**src/pwmseg_pkg.sv**
```systemverilog
// ----------------------------------------------------------------------------
// pwmseg_pkg
// Shared constants, types and the seven-segment digit table for the
// pwm dimmed segment shift driver.
// ----------------------------------------------------------------------------
package pwmseg_pkg;

    localparam int PWM_PERIOD      = 100;
    localparam int NUM_DIGITS      = 4;
    localparam int LOADABLE_DIGITS = (NUM_DIGITS < 4) ? NUM_DIGITS : 4;
    localparam int FRAME_BITS      = NUM_DIGITS * 8;
    localparam int BIT_CNT_W       = $clog2(FRAME_BITS + 1);
    localparam int TICK_W          = $clog2(PWM_PERIOD);
    localparam int BRIGHT_W        = 7;
    localparam int CMP_W           = (TICK_W + 1 > BRIGHT_W) ? TICK_W + 1 : BRIGHT_W;

    localparam logic [7:0]          BLANK_BYTE  = 8'hFF;
    localparam logic [BRIGHT_W-1:0] BRIGHT_INIT = BRIGHT_W'(50);

    typedef enum logic [1:0] {
        ACT_TICK  = 2'd0,
        ACT_RAW   = 2'd1,
        ACT_DIGIT = 2'd2
    } action_t;

    // frame start request from the pwm timer to the shifter
    typedef struct packed {
        logic start;
        logic blank;
    } frame_req_t;

    typedef logic [NUM_DIGITS-1:0][7:0] seg_array_t;

    // common anode: 0 = segment lit, bit7 = a ... bit1 = g, bit0 = dot
    function automatic logic [7:0] digit_to_seg(input logic [7:0] v);
        logic [7:0] seg;
        case (v)
            8'd0:    seg = 8'b00000011;
            8'd1:    seg = 8'b10011111;
            8'd2:    seg = 8'b00100101;
            8'd3:    seg = 8'b00001101;
            8'd4:    seg = 8'b10011001;
            8'd5:    seg = 8'b01001001;
            8'd6:    seg = 8'b01000001;
            8'd7:    seg = 8'b00011111;
            8'd8:    seg = 8'b00000001;
            8'd9:    seg = 8'b00001001;
            default: seg = BLANK_BYTE;
        endcase
        return seg;
    endfunction

endpackage

```
**src/pwm_dimmed_segment_shift_driver.sv**
```systemverilog
// ----------------------------------------------------------------------------
// pwm_dimmed_segment_shift_driver
// Seven-segment driver for a chain of serial shift registers, pwm dimmed.
// ----------------------------------------------------------------------------
// Input stream: s_tuser carries the action (tick, raw load, digit load),
// s_tdata the four digit values. Loads update the segment store in the
// cycle of the transfer and produce no output. A tick advances the pwm
// counter; on wrap the stored frame (or a blank frame at brightness 0) is
// shifted out, and when the counter equals the brightness a blank frame is.
// Output stream: one serial bit per transfer in m_tdata bit 0, highest digit
// first, each byte msb first; m_tlast marks the final bit, after which the
// latch is pulsed. A frame is 32 transfers, the first one valid the cycle
// after the tick. s_tready is low while a frame is shifting, so an item that
// starts a frame holds off the next item until the frame's final bit is
// taken. A receiver stall simply holds the current bit. Reset blanks all
// digits, clears the pwm counter and sets the brightness to 50. brightness_wr_en
// writes the brightness register.
// ----------------------------------------------------------------------------
module pwm_dimmed_segment_shift_driver (
    input  logic                            clk,
    input  logic                            rst_n,
    input  logic                            brightness_wr_en,
    input  logic [pwmseg_pkg::BRIGHT_W-1:0] brightness_wr_data,
    input  logic                            s_tvalid,
    output logic                            s_tready,
    input  logic [31:0]                     s_tdata,   // value_0, value_1, value_2, value_3
    input  logic [1:0]                      s_tuser,   // action
    output logic                            m_tvalid,
    input  logic                            m_tready,
    output logic [7:0]                      m_tdata,   // serial_bit, zero fill
    output logic                            m_tlast    // latch_after
);

    logic [pwmseg_pkg::BRIGHT_W-1:0] bright_reg;
    logic [pwmseg_pkg::TICK_W-1:0]   tick_reg;
    logic [pwmseg_pkg::TICK_W-1:0]   tick_next;
    logic [pwmseg_pkg::CMP_W-1:0]    tick_inc;
    logic                            accept;
    logic                            busy;
    logic                            serial_bit;
    pwmseg_pkg::action_t             action;
    pwmseg_pkg::frame_req_t          req;
    pwmseg_pkg::seg_array_t          segments;

    assign action   = pwmseg_pkg::action_t'(s_tuser);
    assign s_tready = !busy;
    assign accept   = s_tvalid && s_tready;
    assign tick_inc = pwmseg_pkg::CMP_W'(tick_reg) + 1'b1;

    always_comb
    begin
        tick_next = tick_reg;
        req       = '0;
        if (accept && action == pwmseg_pkg::ACT_TICK)
        begin
            if (tick_inc >= pwmseg_pkg::CMP_W'(pwmseg_pkg::PWM_PERIOD))
            begin
                tick_next = '0;
                req.start = 1'b1;
                req.blank = (bright_reg == '0);
            end
            else
            begin
                tick_next = tick_inc[pwmseg_pkg::TICK_W-1:0];
                // counter reaching the brightness blanks the display
                if (tick_inc == pwmseg_pkg::CMP_W'(bright_reg))
                begin
                    req.start = 1'b1;
                    req.blank = 1'b1;
                end
            end
        end
    end

    always_ff @(posedge clk or negedge rst_n)
    begin
        if (!rst_n)
        begin
            tick_reg   <= '0;
            bright_reg <= pwmseg_pkg::BRIGHT_INIT;
        end
        else
        begin
            tick_reg <= tick_next;
            if (brightness_wr_en)
            begin
                bright_reg <= brightness_wr_data;
            end
        end
    end

    pwmseg_store u_store (
        .clk      (clk),
        .rst_n    (rst_n),
        .load     (accept),
        .action   (action),
        .values   (s_tdata),
        .segments (segments)
    );

    pwmseg_shifter u_shifter (
        .clk       (clk),
        .rst_n     (rst_n),
        .req       (req),
        .segments  (segments),
        .busy      (busy),
        .bit_valid (m_tvalid),
        .bit_ready (m_tready),
        .bit_data  (serial_bit),
        .bit_last  (m_tlast)
    );

    assign m_tdata = {7'b0, serial_bit};

endmodule

```
**src/pwmseg_store.sv**
```systemverilog
// ----------------------------------------------------------------------------
// pwmseg_store
// Holds the segment bytes, loaded raw or through the digit table.
// ----------------------------------------------------------------------------
module pwmseg_store (
    input  logic                   clk,
    input  logic                   rst_n,
    input  logic                   load,
    input  pwmseg_pkg::action_t    action,
    input  logic [31:0]            values,
    output pwmseg_pkg::seg_array_t segments
);

    pwmseg_pkg::seg_array_t seg_reg;
    pwmseg_pkg::seg_array_t seg_next;

    always_comb
    begin
        seg_next = seg_reg;
        if (load)
        begin
            for (int i = 0; i < pwmseg_pkg::LOADABLE_DIGITS; i++)
            begin
                case (action)
                    pwmseg_pkg::ACT_RAW:   seg_next[i] = values[i*8 +: 8];
                    pwmseg_pkg::ACT_DIGIT: seg_next[i] =
                        pwmseg_pkg::digit_to_seg(values[i*8 +: 8]);
                    default:               seg_next[i] = seg_reg[i];
                endcase
            end
        end
    end

    always_ff @(posedge clk or negedge rst_n)
    begin
        if (!rst_n)
        begin
            seg_reg <= {pwmseg_pkg::NUM_DIGITS{pwmseg_pkg::BLANK_BYTE}};
        end
        else
        begin
            seg_reg <= seg_next;
        end
    end

    assign segments = seg_reg;

endmodule

```
**src/pwmseg_shifter.sv**
```systemverilog
// ----------------------------------------------------------------------------
// pwmseg_shifter
// Frame shift register: one serial bit per output transfer, msb first.
// ----------------------------------------------------------------------------
module pwmseg_shifter (
    input  logic                   clk,
    input  logic                   rst_n,
    input  pwmseg_pkg::frame_req_t req,
    input  pwmseg_pkg::seg_array_t segments,
    output logic                   busy,
    output logic                   bit_valid,
    input  logic                   bit_ready,
    output logic                   bit_data,
    output logic                   bit_last
);

    logic [pwmseg_pkg::FRAME_BITS-1:0] shift_reg;
    logic [pwmseg_pkg::FRAME_BITS-1:0] shift_next;
    logic [pwmseg_pkg::BIT_CNT_W-1:0]  count_reg;
    logic [pwmseg_pkg::BIT_CNT_W-1:0]  count_next;
    logic                              take;

    assign take = bit_valid && bit_ready;

    always_comb
    begin
        shift_next = shift_reg;
        count_next = count_reg;
        if (req.start)
        begin
            if (req.blank)
            begin
                shift_next = '1;
            end
            else
            begin
                shift_next = segments;
            end
            count_next = pwmseg_pkg::BIT_CNT_W'(pwmseg_pkg::FRAME_BITS);
        end
        else if (take)
        begin
            shift_next = {shift_reg[pwmseg_pkg::FRAME_BITS-2:0], 1'b1};
            count_next = count_reg - 1'b1;
        end
    end

    always_ff @(posedge clk or negedge rst_n)
    begin
        if (!rst_n)
        begin
            count_reg <= '0;
        end
        else
        begin
            count_reg <= count_next;
        end
    end

    always_ff @(posedge clk)
    begin
        shift_reg <= shift_next;
    end

    assign busy      = (count_reg != '0);
    assign bit_valid = busy;
    assign bit_data  = shift_reg[pwmseg_pkg::FRAME_BITS-1];
    assign bit_last  = (count_reg == pwmseg_pkg::BIT_CNT_W'(1));

endmodule
```
**config.mk**
```make
export PLATFORM = sky130hd
export DESIGN_NAME = pwm_dimmed_segment_shift_driver
export DESIGN_NICKNAME = d
export VERILOG_FILES = /design/src/pwmseg_pkg.sv /design/src/pwm_dimmed_segment_shift_driver.sv /design/src/pwmseg_store.sv /design/src/pwmseg_shifter.sv
export SDC_FILE = /design/constraint.sdc
export NUM_CORES = 1
export LEC_CHECK = 0
export ABC_AREA = 1
export CORE_MARGIN = 4
export CORE_UTILIZATION = 50
export CTS_BUF_LIST = sky130_fd_sc_hd__clkbuf_4
export DETAILED_ROUTE_END_ITERATION = 7
export DONT_BUFFER_PORTS = 1
export REMOVE_ABC_BUFFERS = 1
export SKIP_LAST_GASP = 1
export SLEW_MARGIN = 30
export SYNTH_ARGS = -nofsm -noshare
export SYNTH_HDL_FRONTEND = slang
export SYNTH_HIERARCHICAL = 1
export SYNTH_SLANG_ARGS = --single-unit
```
**constraint.sdc**
```tcl
create_clock -name clk -period 3.3 [get_ports clk]
set_input_delay 0 -clock clk [delete_from_list [all_inputs] [get_ports clk]]
set_output_delay 0 -clock clk [all_outputs]
set_load 0.02 [all_outputs]
```
# [Yosys cells after proc, flatten, opt, wreduce, memory -nomap -nowiden]
# Memory sizes are Yosys's and may differ from the RTL's.
# Cells that the tools add are included.
[totals] regBits=84 rom_bits=448 inputBits=46 output_inout_bits=11 word_cells=50 mem_count=4
[mem_list] memory="(name not given)" words=16 word_bits=7 read_ports=1 rd_clocked_by_memory_dff=0 wr=0 line="pwmseg_pkg.sv:37" source="case (v)"
[mem_list] memory="(name not given)" words=16 word_bits=7 read_ports=1 rd_clocked_by_memory_dff=0 wr=0 line="pwmseg_pkg.sv:37"
[mem_list] memory="(name not given)" words=16 word_bits=7 read_ports=1 rd_clocked_by_memory_dff=0 wr=0 line="pwmseg_pkg.sv:37"
[mem_list] memory="(name not given)" words=16 word_bits=7 read_ports=1 rd_clocked_by_memory_dff=0 wr=0 line="pwmseg_pkg.sv:37"
[op_classes] n_addsub=2 order_cmp=1 n_eq_ne=4 muxes=17 n_reduce_logical=14
[op_table] op="2-to-1 mux 32 bit" n=3
[op_table] op="one-hot mux 8 bit (2 select lines)" n=4
[op_table] op="2-to-1 mux 8 bit" n=4
[op_table] op="logical NOT 4 bit" n=4
[op_table] op="2-to-1 mux 6 bit" n=2
[op_table] op="adder 7 x 1 -> 8 bit (second input constant)" n=1
[op_table] op="equality test 8 x 7 -> 1 bit" n=1
[op_table] op=">= comparator 8 x 7 -> 1 bit (second input constant)" n=1
[op_table] op="logical NOT 7 bit" n=1
[op_table] op="2-to-1 mux 7 bit" n=1
[op_table] op="equality test 6 x 1 -> 1 bit (second input constant)" n=1
[op_table] op="2-to-1 mux 2 bit" n=3
[op_table] op="nonzero test 6 bit" n=1
[op_table] op="subtractor 6 x 1 -> 6 bit (second input constant)" n=1
[op_table] op="nonzero test 2 bit" n=2
[op_table] op="logical AND 1 bit" n=3
[op_table] op="equality test 2 x 1 -> 1 bit (second input constant)" n=1
[op_table] op="equality test 2 bit (second input constant)" n=1
[op_table] op="logical NOT 2 bit" n=1
[op_table] op="AND reduction 2 bit" n=1
[op_table] op="logical NOT 1 bit" n=1

# [Longest topological paths before layout]
[depth] ltp_word=7 depth_mapped=16 depth_no_buf=15

# [Modules after synthesis]
# Netlist, hierarchy kept.
[by_module_without_submodules] module="pwmseg_store" instances=1 cells_per_inst=344 area_per_inst_um2=2418.6 seq_area_each_um2=840.8
[by_module_without_submodules] module="pwmseg_shifter" instances=1 cells_per_inst=190 area_per_inst_um2=1796.7 seq_area_each_um2=1111.1
[by_module_without_submodules] module="pwm_dimmed_segment_shift_driver" instances=1 cells_per_inst=133 area_per_inst_um2=957.2 seq_area_each_um2=354.1

# [Least setup slack after synthesis]
# No wires, ideal clock.
[synth_timing] path_type="flip-flop to flip-flop" from="register u_shifter/count_reg[0] in the netlist's numbering" to="register u_shifter/shift_reg[0] in the netlist's numbering (enable)" setup_ns=0.344 arrival_ns=2.453 required_ns=2.956 slack_ns=0.503 path_stages_with_launch=11 path_buffers=2 synth_period_minus_slack_ns=2.797 cell_sequence="dfrtp_1 > inv_1 > ha_1 > nand3_2 > buf_4 > nor4_2 > inv_2 > a21oi_1 > inv_2 > buf_6 > nand2_4"
[synth_rtl] item="start: declaration" line="pwmseg_shifter.sv:19" source="logic [pwmseg_pkg::BIT_CNT_W-1:0] count_reg;"
[synth_rtl] item="start signal: assignment" line="pwmseg_shifter.sv:56" source="count_reg <= count_next;"
[synth_rtl] item="end signal: assignment" line="pwmseg_shifter.sv:62" source="shift_reg <= shift_next;"
[synth_rtl] item="end: declaration" line="pwmseg_shifter.sv:17" source="logic [pwmseg_pkg::FRAME_BITS-1:0] shift_reg;"

# [Worst setup path in the final report]
[layout_timing] from="register u_shifter/count_reg[0] in the netlist's numbering" to="register u_store.seg_reg, in the netlist u_store/segments[18]"
[layout_between] elab_chain_len=4
[layout_lines] item="nonzero test 6 bit" line="pwmseg_shifter.sv:65" source="assign busy = (count_reg != '0);"
[layout_lines] item="net m_tvalid" line="pwm_dimmed_segment_shift_driver.sv:28" source="output logic m_tvalid,"
[layout_lines] item="logical NOT 1 bit" line="pwm_dimmed_segment_shift_driver.sv:46" source="assign s_tready = !busy;"
[layout_lines] item="logical AND 1 bit" line="pwm_dimmed_segment_shift_driver.sv:47" source="assign accept = s_tvalid && s_tready;"
[layout_lines] item="net accept" line="pwm_dimmed_segment_shift_driver.sv:38" source="logic accept;"
[layout_lines] item="AND reduction 2 bit (no source line)"
[layout_lines] item="end signal: assignment" line="pwmseg_store.sv:38" source="seg_reg <= {pwmseg_pkg::NUM_DIGITS{pwmseg_pkg::BLANK_BYTE}};"
[layout_lines] item="end signal: assignment" line="pwmseg_store.sv:42" source="seg_reg <= seg_next;"
[layout_lines] item="end: declaration" line="pwmseg_store.sv:14" source="pwmseg_pkg::seg_array_t seg_reg;"
# The timed path passes the listed nets, and every way through them passes these cells.
# A chain may end at the register's enable or synchronous reset.

==> results.json <==
{
  "cp_max_fo": 52,
  "endpoint_kind": "flip-flop",
  "drv_slew": 0,
  "hold_viol": 0,
  "io_pins": 57,
  "dpl_cell_area_um2": 5180,
  "cts_resized": 0,
  "powerDensity_nw_per_um2": 486,
  "synth-main-ff-cell": "dfstp_2",
  "finalClockSkew_ns": 0.0159,
  "root_buffer": "clkbuf_4",
  "synth_seq_cells": 84,
  "p_leak_nw": 2.73,
  "tns_ns": 0,
  "dp_hpwl_mm": 7.14,
  "crit_path_max_incr_delay_ns": 0.57,
  "core_area_um2": 9910,
  "yosys_warnings": 6,
  "area_delta_synth_final_pct": 16.8,
  "setup_viol": 0,
  "syn_area_um2": 5170,
  "period_share_pct": 88.8,
  "worstMarginPinSlew_ns": 0.634,
  "fp.dieW_um": 110,
  "die_h_um": 110,
  "htree_levels": 3,
  "drt_iter0_drc": 231,
  "syn_area_per_cell_um2": 7.75,
  "final_util_pct": 60.9,
  "synth_compound_area_share_pct": 7.96,
  "synthTopCellsByCount": "228 x nand2_1, 69 x nand3_1, 65 x nor2_1",
  "dieArea_um2": 12000,
  "synthSimpleGateAreaFrac_pct": 32.1,
  "slew_headroom_pct": 57.7,
  "slowest_stage": "dlygate4sd3_1",
  "routabilityCongestion": 0.840,
  "cts_max_path_buffers": 2,
  "ant_nets": 0,
  "crit_type": "reg -> reg",
  "pre_cts_slack_ns": 0.269,
  "cts_num_sinks": 84,
  "cp.required_ns": 3.69,
  "num_rows": 36,
  "vias": 4374,
  "syn-instance-count": 667,
  "first_pass_iters": 4,
  "antenna_found_initial": 0,
  "grt_overflow": 0,
  "synth-adder-area-share_pct": 6.05,
  "rsz0062_at_grt": "no",
  "dp_cells": 779,
  "worst_ep_arrival_time_ns": 3.32,
  "yosys.area.top_type_share_pct": 18.6,
  "status": "complete, no violations",
  "cts_tree": "built",
  "grt.total_usage_pct": 19.4,
  "start_util_pct": 52.2,
  "hold-worst-slack_ns": 0.0678,
  "cts_inserted_buffers": 9,
  "fillers": 890,
  "grt_pass1_wl_mm": 18.6,
  "clk-insertion-delay-late_ns": 0.44,
  "synth_mux_area_share_pct": 0,
  "synth_edf_count": 32,
  "path_cells": "inv_1, ha_1, nand3_2, nor2_1, inv_1, nor2_4, inv_4, a21oi_2, nand2_1, dlygate4sd3_1, nand2_1",
  "synthDistinctLibCells": 32,
  "final_cells": 867,
  "synth_most_common_cell": "nand2_1",
  "synth_area_leaders": "edfxtp_1 19%, dfstp_2 18%, nand2_1 17%",
  "synth-seq-area-share_pct": 44.6,
  "min_path_type": "in -> async",
  "maxCapViolCount": 0,
  "synth-xor-area-share_pct": 0.508,
  "synth.largest_area_cell": "edfxtp_1",
  "ir_worst_vdd_v": 0.000200,
  "path_clk_slew_ns": 0.14,
  "routed_via_density": 5.04,
  "synthArstFlopShare_pct": 61.9,
  "finalPower_mw": 2.93,
  "route.detailed.drc": 0,
  "first_global_vias": 4210,
  "wl_per_cell_um": 12.7,
  "final_cell_area_um2": 6040,
  "diodes": 0,
  "startpoint_type": "flip-flop",
  "synth_top_family_by_area": "simple AND/OR/NAND/NOR gates",
  "fin_nets": 800,
  "fmax_mhz": 341,
  "fin_crit_ns": 2.93,
  "layout_setup_ws_ns": 0.370,
  "routed_wl_mm": 11.0,
  "grt_max_degree": 53,
  "numPortBuffers": 0,
  "drive_gt1_share_pct": 12.9
}
what timing repair did:
action,4_1_cts,5_1_grt
buffers inserted,0,0
hold endpoints to repair,103,0
hold buffers,72,0
layout make-up:
class | instances | area (um2) | area share (%)
clock inverters | 6 | 41.3 | 0.684
flip-flops and latches | 84 | 2310 | 38.2
multi-input cells | 494 | 2440 | 40.4
inverters | 65 | 251 | 4.16
repair buffers | 75 | 761 | 12.6
well taps | 133 | 166 | 2.76
clock buffers | 10 | 75.1 | 1.24
worst max-delay path: cells and delay by family, from the launching register on:
kind,cells,cell delay (ns)
AOI/OAI and AO/OA,1,0.18
DFF,1,0.42
and+or+nand+nor,5,0.93
buffers and inverters,4,1.08
adders and majority gates,1,0.24
where the power goes:
group / leakage, nW / switching (mW) / internal, mW
Clock: 0.0600 / 0.350 / 0.162
Sequential: 0.864 / 0.168 / 1.53
Combinational: 1.80 / 0.433 / 0.290
Total: 2.73 / 0.951 / 1.98
logic make-up (layout without fill, tap and decap cells):
logic type	count (synthesis)	count (layout)
XOR/XNOR	3	3
AND/OR/NAND/NOR	386	386
flip-flops	84	84
other	1	7
adder cells (fa/ha/maj)	25	25
buffers and inverters	95	156
AO/OA/AOI/OAI	73	73
per-layer routing:
layer	up-vias	track usage [%]	part of all wire (%)
li1	2251	-	-
met1	2018	25.4	48
met2	91	32.6	47
met3	14	2.88	3.9
met4	0	7.03	1.4
met5	-	0	0
worst paths after layout:
kind | from | end | slack, ns | cells past startpoint
min reg2reg | u_store/segments[21]$_DFFE_PN1P_ | u_store/segments[21]$_DFFE_PN1P_ | 0.47 | 2
max reg2reg | u_shifter/count_reg[0]$_DFFE_PN0P_ | u_store/segments[18]$_DFFE_PN1P_ | 0.37 | 11
min | rst_n | u_shifter/count_reg[4]$_DFFE_PN0P_ | 0.07 | 2
max in group asynchronous | rst_n | u_store/segments[3]$_DFFE_PN1P_ | 2.93 | 2
max | u_shifter/count_reg[0]$_DFFE_PN0P_ | u_store/segments[18]$_DFFE_PN1P_ | 0.37 | 11
min in group clk | s_tdata[1] | u_store/segments[1]$_DFFE_PN1P_ | 0.07 | 7
cell usage in the layout (no fill, tap or decap), types with 4 or more instances in the layout:
| cell | count |
|---|---|
| conb_1 | 7 |
| nand4_1 | 5 |
| ha_1 | 25 |
| nor2_4 | 6 |
| edfxtp_1 | 32 |
| o21ai_0 | 42 |
| dfstp_2 | 35 |
| nand3_1 | 69 |
| a21oi_1 | 8 |
| clkbuf_4 | 10 |
| a21oi_2 | 9 |
| inv_1 | 54 |
| dlygate4sd3_1 | 71 |
| nand2_1 | 228 |
| inv_2 | 9 |
| a31oi_1 | 4 |
| o21ai_1 | 7 |
| dfrtp_1 | 17 |
| nor2_1 | 65 |
No activity file was read; power rests on OpenSTA's default activity.
